$ cat config.mk
export PLATFORM = sky130hd
export DESIGN_NAME = tdc_front_flat
export DESIGN_NICKNAME = d
export VERILOG_FILES = /design/src/hdl/tdc_pkg.sv /design/src/hdl/tdc_if.sv /design/src/hdl/tdc_front.sv /design/src/flat_wrapper.sv
export SDC_FILE = /design/constraint.sdc
export NUM_CORES = 1
export LEC_CHECK = 0
export BUFFER_PORTS_ARGS = -buffer_cell sky130_fd_sc_hd__buf_4
export CORE_MARGIN = 10
export CORE_UTILIZATION = 47
export DETAILED_ROUTE_END_ITERATION = 10
export PLACE_DENSITY = 0.86
export SYNTH_ARGS = -nofsm -noshare
export SYNTH_HDL_FRONTEND = slang
export SYNTH_SLANG_ARGS = --single-unit
$ cat constraint.sdc
create_clock -name clk -period 10.31 [get_ports clk]
set_clock_uncertainty 0.05 [all_clocks]
set_input_delay 2.062 -clock clk [delete_from_list [all_inputs] [get_ports clk]]
set_output_delay 2.062 -clock clk [all_outputs]
set_load 0.02 [all_outputs]
$ cat src/hdl/tdc_pkg.sv
package tdc_pkg;

	localparam int MAX_RANKS = 16;
	localparam int RANK_LIMIT = (MAX_RANKS < 16) ? MAX_RANKS : 16;
	localparam int RW = (RANK_LIMIT > 1) ? $clog2(RANK_LIMIT) : 1;
	localparam int CW = $clog2(RANK_LIMIT + 1);
	localparam int SUM_W = 36;
	localparam logic [4:0] RANK_COUNT_RESET = 5'd16;
	localparam logic [2:0] ADDR_RANK_COUNT = 3'd0;

	localparam logic [1:0] OP_REPORT = 2'd0;
	localparam logic [1:0] OP_CONFIRM = 2'd1;
	localparam logic [1:0] OP_TEST = 2'd2;

	localparam logic [1:0] KIND_STATUS = 2'd0;
	localparam logic [1:0] KIND_SHUTDOWN = 2'd1;
	localparam logic [1:0] KIND_REQUEST = 2'd2;

	typedef struct packed {
		logic [1:0] opcode;
		logic [3:0] source_rank;
		logic src_ok;
		logic [31:0] queued_count;
		logic [31:0] processed_count;
		logic [31:0] tag_value;
		logic [31:0] peer_internal_sent;
		logic [31:0] raw_queued_total;
		logic [31:0] raw_processed_total;
	} item_t;

	typedef struct packed {
		logic avail;
		item_t item;
	} head_t;

endpackage

$ cat src/hdl/tdc_if.sv
interface tdc_in_if;
	logic valid;
	logic ready;
	logic [1:0] opcode;
	logic [3:0] source_rank;
	logic [31:0] queued_count;
	logic [31:0] processed_count;
	logic [31:0] tag_value;
	logic [31:0] peer_internal_sent;
	logic [31:0] raw_queued_total;
	logic [31:0] raw_processed_total;
	modport source (output valid, opcode, source_rank, queued_count, processed_count,
		tag_value, peer_internal_sent, raw_queued_total, raw_processed_total, input ready);
	modport sink (input valid, opcode, source_rank, queued_count, processed_count,
		tag_value, peer_internal_sent, raw_queued_total, raw_processed_total, output ready);
endinterface


$ cat src/hdl/tdc_front.sv
module tdc_front import tdc_pkg::*; (
	input logic clk,
	input logic arst_n,
	tdc_in_if.sink in_ch,
	input logic [CW-1:0] rank_n,
	input logic pop,
	output head_t head
);

	item_t q_mem_q [2];
	logic wr_ptr_q;
	logic rd_ptr_q;
	logic [1:0] count_q;
	logic push;
	item_t cls;

	// classify: does the source lie among the active ranks
	always_comb begin
		cls.opcode = in_ch.opcode;
		cls.source_rank = in_ch.source_rank;
		cls.src_ok = ({1'b0, in_ch.source_rank} < 5'(rank_n));
		cls.queued_count = in_ch.queued_count;
		cls.processed_count = in_ch.processed_count;
		cls.tag_value = in_ch.tag_value;
		cls.peer_internal_sent = in_ch.peer_internal_sent;
		cls.raw_queued_total = in_ch.raw_queued_total;
		cls.raw_processed_total = in_ch.raw_processed_total;
	end

	assign in_ch.ready = (count_q != 2'd2);
	assign push = in_ch.valid && in_ch.ready;
	assign head.avail = (count_q != 2'd0);
	assign head.item = q_mem_q[rd_ptr_q];

	always_ff @(posedge clk) begin
		if (push) begin
			q_mem_q[wr_ptr_q] <= cls;
		end
	end

	always_ff @(posedge clk or negedge arst_n) begin
		if (!arst_n) begin
			wr_ptr_q <= 1'b0;
			rd_ptr_q <= 1'b0;
			count_q <= 2'd0;
		end else begin
			if (push) begin
				wr_ptr_q <= !wr_ptr_q;
			end
			if (pop) begin
				rd_ptr_q <= !rd_ptr_q;
			end
			count_q <= count_q + {1'b0, push} - {1'b0, pop};
		end
	end

endmodule

$ cat src/flat_wrapper.sv
// flat-port wrapper written by rule: the top's interface ports become plain ports
module tdc_front_flat import tdc_pkg::*;
  (clk, arst_n, rank_n, pop, head, in_ch_valid, in_ch_opcode, in_ch_source_rank, in_ch_queued_count, in_ch_processed_count, in_ch_tag_value, in_ch_peer_internal_sent, in_ch_raw_queued_total, in_ch_raw_processed_total, in_ch_ready);
  tdc_in_if in_ch_i ();
  input logic clk;
  input logic arst_n;
  input logic [CW-1:0] rank_n;
  input logic pop;
  output head_t head;
  input wire logic [$bits(in_ch_i.valid)-1:0] in_ch_valid;
  input wire logic [$bits(in_ch_i.opcode)-1:0] in_ch_opcode;
  input wire logic [$bits(in_ch_i.source_rank)-1:0] in_ch_source_rank;
  input wire logic [$bits(in_ch_i.queued_count)-1:0] in_ch_queued_count;
  input wire logic [$bits(in_ch_i.processed_count)-1:0] in_ch_processed_count;
  input wire logic [$bits(in_ch_i.tag_value)-1:0] in_ch_tag_value;
  input wire logic [$bits(in_ch_i.peer_internal_sent)-1:0] in_ch_peer_internal_sent;
  input wire logic [$bits(in_ch_i.raw_queued_total)-1:0] in_ch_raw_queued_total;
  input wire logic [$bits(in_ch_i.raw_processed_total)-1:0] in_ch_raw_processed_total;
  output wire logic [$bits(in_ch_i.ready)-1:0] in_ch_ready;
  assign in_ch_i.valid = in_ch_valid;
  assign in_ch_i.opcode = in_ch_opcode;
  assign in_ch_i.source_rank = in_ch_source_rank;
  assign in_ch_i.queued_count = in_ch_queued_count;
  assign in_ch_i.processed_count = in_ch_processed_count;
  assign in_ch_i.tag_value = in_ch_tag_value;
  assign in_ch_i.peer_internal_sent = in_ch_peer_internal_sent;
  assign in_ch_i.raw_queued_total = in_ch_raw_queued_total;
  assign in_ch_i.raw_processed_total = in_ch_raw_processed_total;
  assign in_ch_ready = in_ch_i.ready;
  tdc_front u_core (.clk(clk), .arst_n(arst_n), .in_ch(in_ch_i), .rank_n(rank_n), .pop(pop), .head(head));
endmodule
; ---- Word level (Yosys, flattened, before mapping)
; Memory sizes are Yosys's and may differ from the RTL's.
; Index checks and enable logic that the tools add are counted.
; Widths: inputs -> output; s select.
[totals]
regBits = 4
ram_bits = 398
input_bits = 207
elab_cells = 14
memories = 1
[classes]
addsub = 2
order_cmp = 1
n_eq_ne = 1
n_mux = 2
reduce_logical = 4
[mem_list]
columns = memory, depth, width, read_ports, rd_ports_with_merged_regs, write_ports, line
row1 = u_core.q_mem_q, 2, 199, 1, 0, 1, tdc_front.sv:10  ; item_t q_mem_q [2];
[op_table]
columns = operator, count
row1 = $lt 4x5->1, 1
row2 = $add 2x1->2, 1
row3 = $logic_not 1->1, 2
row4 = $mux 1, 2
row5 = $ne 2x2->1 const B, 1
row6 = $reduce_bool 2->1, 1
row7 = $sub 2x1->2, 1
row8 = $logic_and 1x1->1, 1

; ---- Logic depth before layout (Yosys ltp)
[logic_depth]
depth_word = 4
mapped_depth = 6
depth_no_buf = 6

; ---- Least setup slack after synthesis
; No wires, ideal clock.
[synth_timing]
kind = input to register
from = input port in_ch_valid
to = memory u_core.q_mem_q[0][0] in the netlist's numbering, enable pin
arrival_time_ns = 10.408
t_required_ns = 9.498
setup_slack_ns = -0.910
stages = 2
n_path_buf = 0
path_cell_list = nand2_1 nor2_1
[synth_via]
elab_chain_cells = 3
[synth_rtl]
columns = item, line
row1 = "start, declared", flat_wrapper.sv:10  ; input wire logic [$bits(in_ch_i.valid)-1:0] in_ch_valid;
row2 = $logic_and 1x1->1, tdc_front.sv:31  ; assign push = in_ch.valid && in_ch.ready;
row3 = $mux 1, tdc_front.sv:36  ; if (push) begin
row4 = $mux 1 (not written as such), tdc_front.sv:37  ; q_mem_q[wr_ptr_q] <= cls;
row5 = "end, declared", tdc_front.sv:10
; Every way passes these cells.

==> results.toml <==
[critical_path]
required_ps = 8200
path_depth = 4
slowest_stage = "buf_4"
critPathBufInv = 3
arrival_ps = 3410
crit_fanout = 63
path_cells = "buf_4, buf_4, mux2_2, buf_4"
cp-startpoint = "u_core.rd_ptr_q$_DFFE_PN0P_"
worstSetupEndpointType = "output port"
r2r_start = "u_core.count_q[1]$_DFF_PN0_"
cp_top_family = "buffers and inverters"
slowest_delay_ps = 760
cp_common_cell = "buf_4"
crit_path_start_kind = "flip-flop"
reg2reg_depth = 5
crit_type = "flip-flop to output port"

[cts]
clockRootBuffer = "clkbuf_16"
cts_tree = "done"
post_cts_buffers = 0
clkTransAtPathRegs_ps = 60
clk_latency_ps = 510
cts_num_sinks = 402
cts_resized = 0
cts_buffer_depth = 3
hold_buffers = 0
cts_buffers = 41
cts-htree-levels = 2

[die]
initial_core_util_pct = 47.89
rows = 64
fp.dieH_um = 197.2
core_region_area_mm2 = 0.03083
die_w_um = 197.2
die-area_mm2 = 0.03891
io_pins = 408

[place]
dp_cells = 1439
gp_congestion = 0.7520
portBuffers = 407
dp_hpwl_um = 23890

[pwr]
p_comb_share_pct = 35.8
p_sw_mw = 1.808
p_sw_share_pct = 32.06
total_leakage_power_nw = 7.174
power_frac_clock_pct = 22.6
ir_worst_vdd_mv = 0.2164
power_density_mw_per_mm2 = 293.4
power.internal_mw = 3.832
pwr-share-seq_pct = 41.6

[routing]
via_per_inst = 5.035
vias = 7563
drt-wirelength-per-cell_um = 22.97
drcViolationCount = 0
drt-total-wl_um = 34500
antenna_left = 0
first_iter_violations = 354
drt-pass1-iter-count = 4

[sta]
setup_viol = 0
fin_crit_ps = 5519
finalHoldViolCount = 0
maxSlewHeadroom_pct = 27.24
rsz0062_at_grt = "false"
drv_slew = 0
finalSetupTns_ps = 0
period_share_pct = 53.53
worst_slew_pin_slew_ps = 1091
fmax_mhz = 181.2

[final_layout]
fin_cells = 1502
fillCellCount = 2079
multiInputGateArea_mm2 = 0.002409
syn2layout_area_growth_pct = 30.18
layout-drive-gt1-share_pct = 60.27
final-seq-area_mm2 = 0.01206
final_util_pct = 62.35
num-nets-final = 1298

[global_routing]
grt_max_degree = 79
grt_pass1_vias = 8377
antenna_found_initial = 2
grt_pass1_wl_um = 50360
grt_usage_pct = 17.07
grt_overflow = 0

[run_status]
outcome = "finished, final reports clean"

[logic_synthesis]
yosysWarningCount = 0
seq_area_frac_synth_pct = 81.62
syn_inst = 649
synth_edf_count = 398
synth_fp_nets = 861
syn_area_mm2 = 0.01477
synth_top_area_share_pct = 80.94
avgSynthCellArea_um2 = 22.75
synth_top_flop_cell = "edfxtp_1"
yosysMostFrequentCell = "edfxtp_1"
synth_top_area_cell = "edfxtp_1"
ys_types = 17
async_flop_share_pct = 0.9950
ys_ff_latch = 402
ys_top_cells_by_count = "edfxtp_1, mux2_2, clkbuf_8"
synth_area_leaders = "edfxtp_1, mux2_2, clkbuf_8"

[min_path]
hp-class = "flip-flop to flip-flop"
hold_start = "u_core.wr_ptr_q$_DFFE_PN0P_"
hold_depth = 1

[flow_run]
cap_viol_max_count = 0
[state kept, by name, indices dropped and copies added (netlist names)]
name,cells
u_core.count_q,2
u_core.rd_ptr_q,1
u_core.wr_ptr_q,1
u_core.q_mem_q,398
[kinds of logic after synthesis]
group | after synthesis | share of synthesized area (%)
adder cells (fa/ha/maj) | 5 | 0.4237
multiplexers | 199 | 15.18
XOR/XNOR | 4 | 0.2373
buffers and inverters | 28 | 2.152
flip-flops | 402 | 81.62
AND/OR/NAND/NOR | 9 | 0.3051
AO/OA/AOI/OAI | 2 | 0.08473
[layer usage]
metal  GRT usage, %  wire length, um  part of all wire, %  up-vias
met5              0                0                    0        -
met4          5.326              894                  2.6        0
met3          7.853             4104                   12       56
met2          30.32            17830                   52      338
met1          17.58            11670                   34     3725
li1               -                -                    -     3444
[power groups by stage]
stage          Sequential (mW)  Combinational, mW  Clock [mW]
2_1_floorplan             2.40               1.30           0
3_3_place_gp              2.36               2.02           0
3_5_place_dp              2.38               2.05           0
4_1_cts                   2.35               2.06        1.31
5_1_grt                   2.38               2.14        1.37
6_report                  2.35               2.02        1.27
[metrics by stage]
stage / hold WS, ps / cell area, um2 / worst slack [ps] / power (mW)
2_1_floorplan: 428.3 / 14770 / 2459 / 3.696
3_3_place_gp: 492.1 / 18100 / 5283 / 4.380
3_5_place_dp: 507.6 / 18100 / 5299 / 4.427
4_1_cts: 516.3 / 19220 / 4733 / 5.716
5_1_grt: 538.8 / 19220 / 4615 / 5.891
6_report: 509.1 / 19220 / 4791 / 5.640
[cell usage in the layout (no fill, tap or decap)]
cell type,synthesis,routed
nand2b_1,1,1
edfxtp_1,398,398
clkinv_1,0,4
clkbuf_16,0,41
clkinv_2,0,5
or2_2,1,1
diode_2,0,1
dfrtp_1,4,3
nor2_4,0,1
buf_4,0,416
nand2_1,1,1
nor3b_1,1,1
inv_1,6,6
clkbuf_1,0,11
dfrtp_4,0,1
nor2_1,4,3
and3_4,0,1
o21ai_0,1,1
mux2_2,199,199
xor2_1,1,1
clkinvlp_4,0,1
ha_1,5,5
xnor2_1,3,3
o31ai_1,1,1
[layout make-up]
type / instances / share of cell area [%]
sequential: 402 / 62.72
timing repair buffer: 416 / 16.25
multi-input combinational: 219 / 12.53
clock buffer: 52 / 5.552
tap: 396 / 2.578
clock inverter: 10 / 0.2473
inverter: 6 / 0.1172
antenna: 1 / 0.01302
[final timing paths]
check / endpoint / slack, ps
max reg2reg: u_core.q_mem_q[0][96]$_DFFE_PP_ / 7330
min reg2reg: u_core.wr_ptr_q$_DFFE_PN0P_ / 510
min: u_core.wr_ptr_q$_DFFE_PN0P_ / 510
max: head[19] / 4790
max in group asynchronous: u_core.rd_ptr_q$_DFFE_PN0P_ / 8810
min in group asynchronous: u_core.rd_ptr_q$_DFFE_PN0P_ / 1280
(Power assumes the default switching activity.)
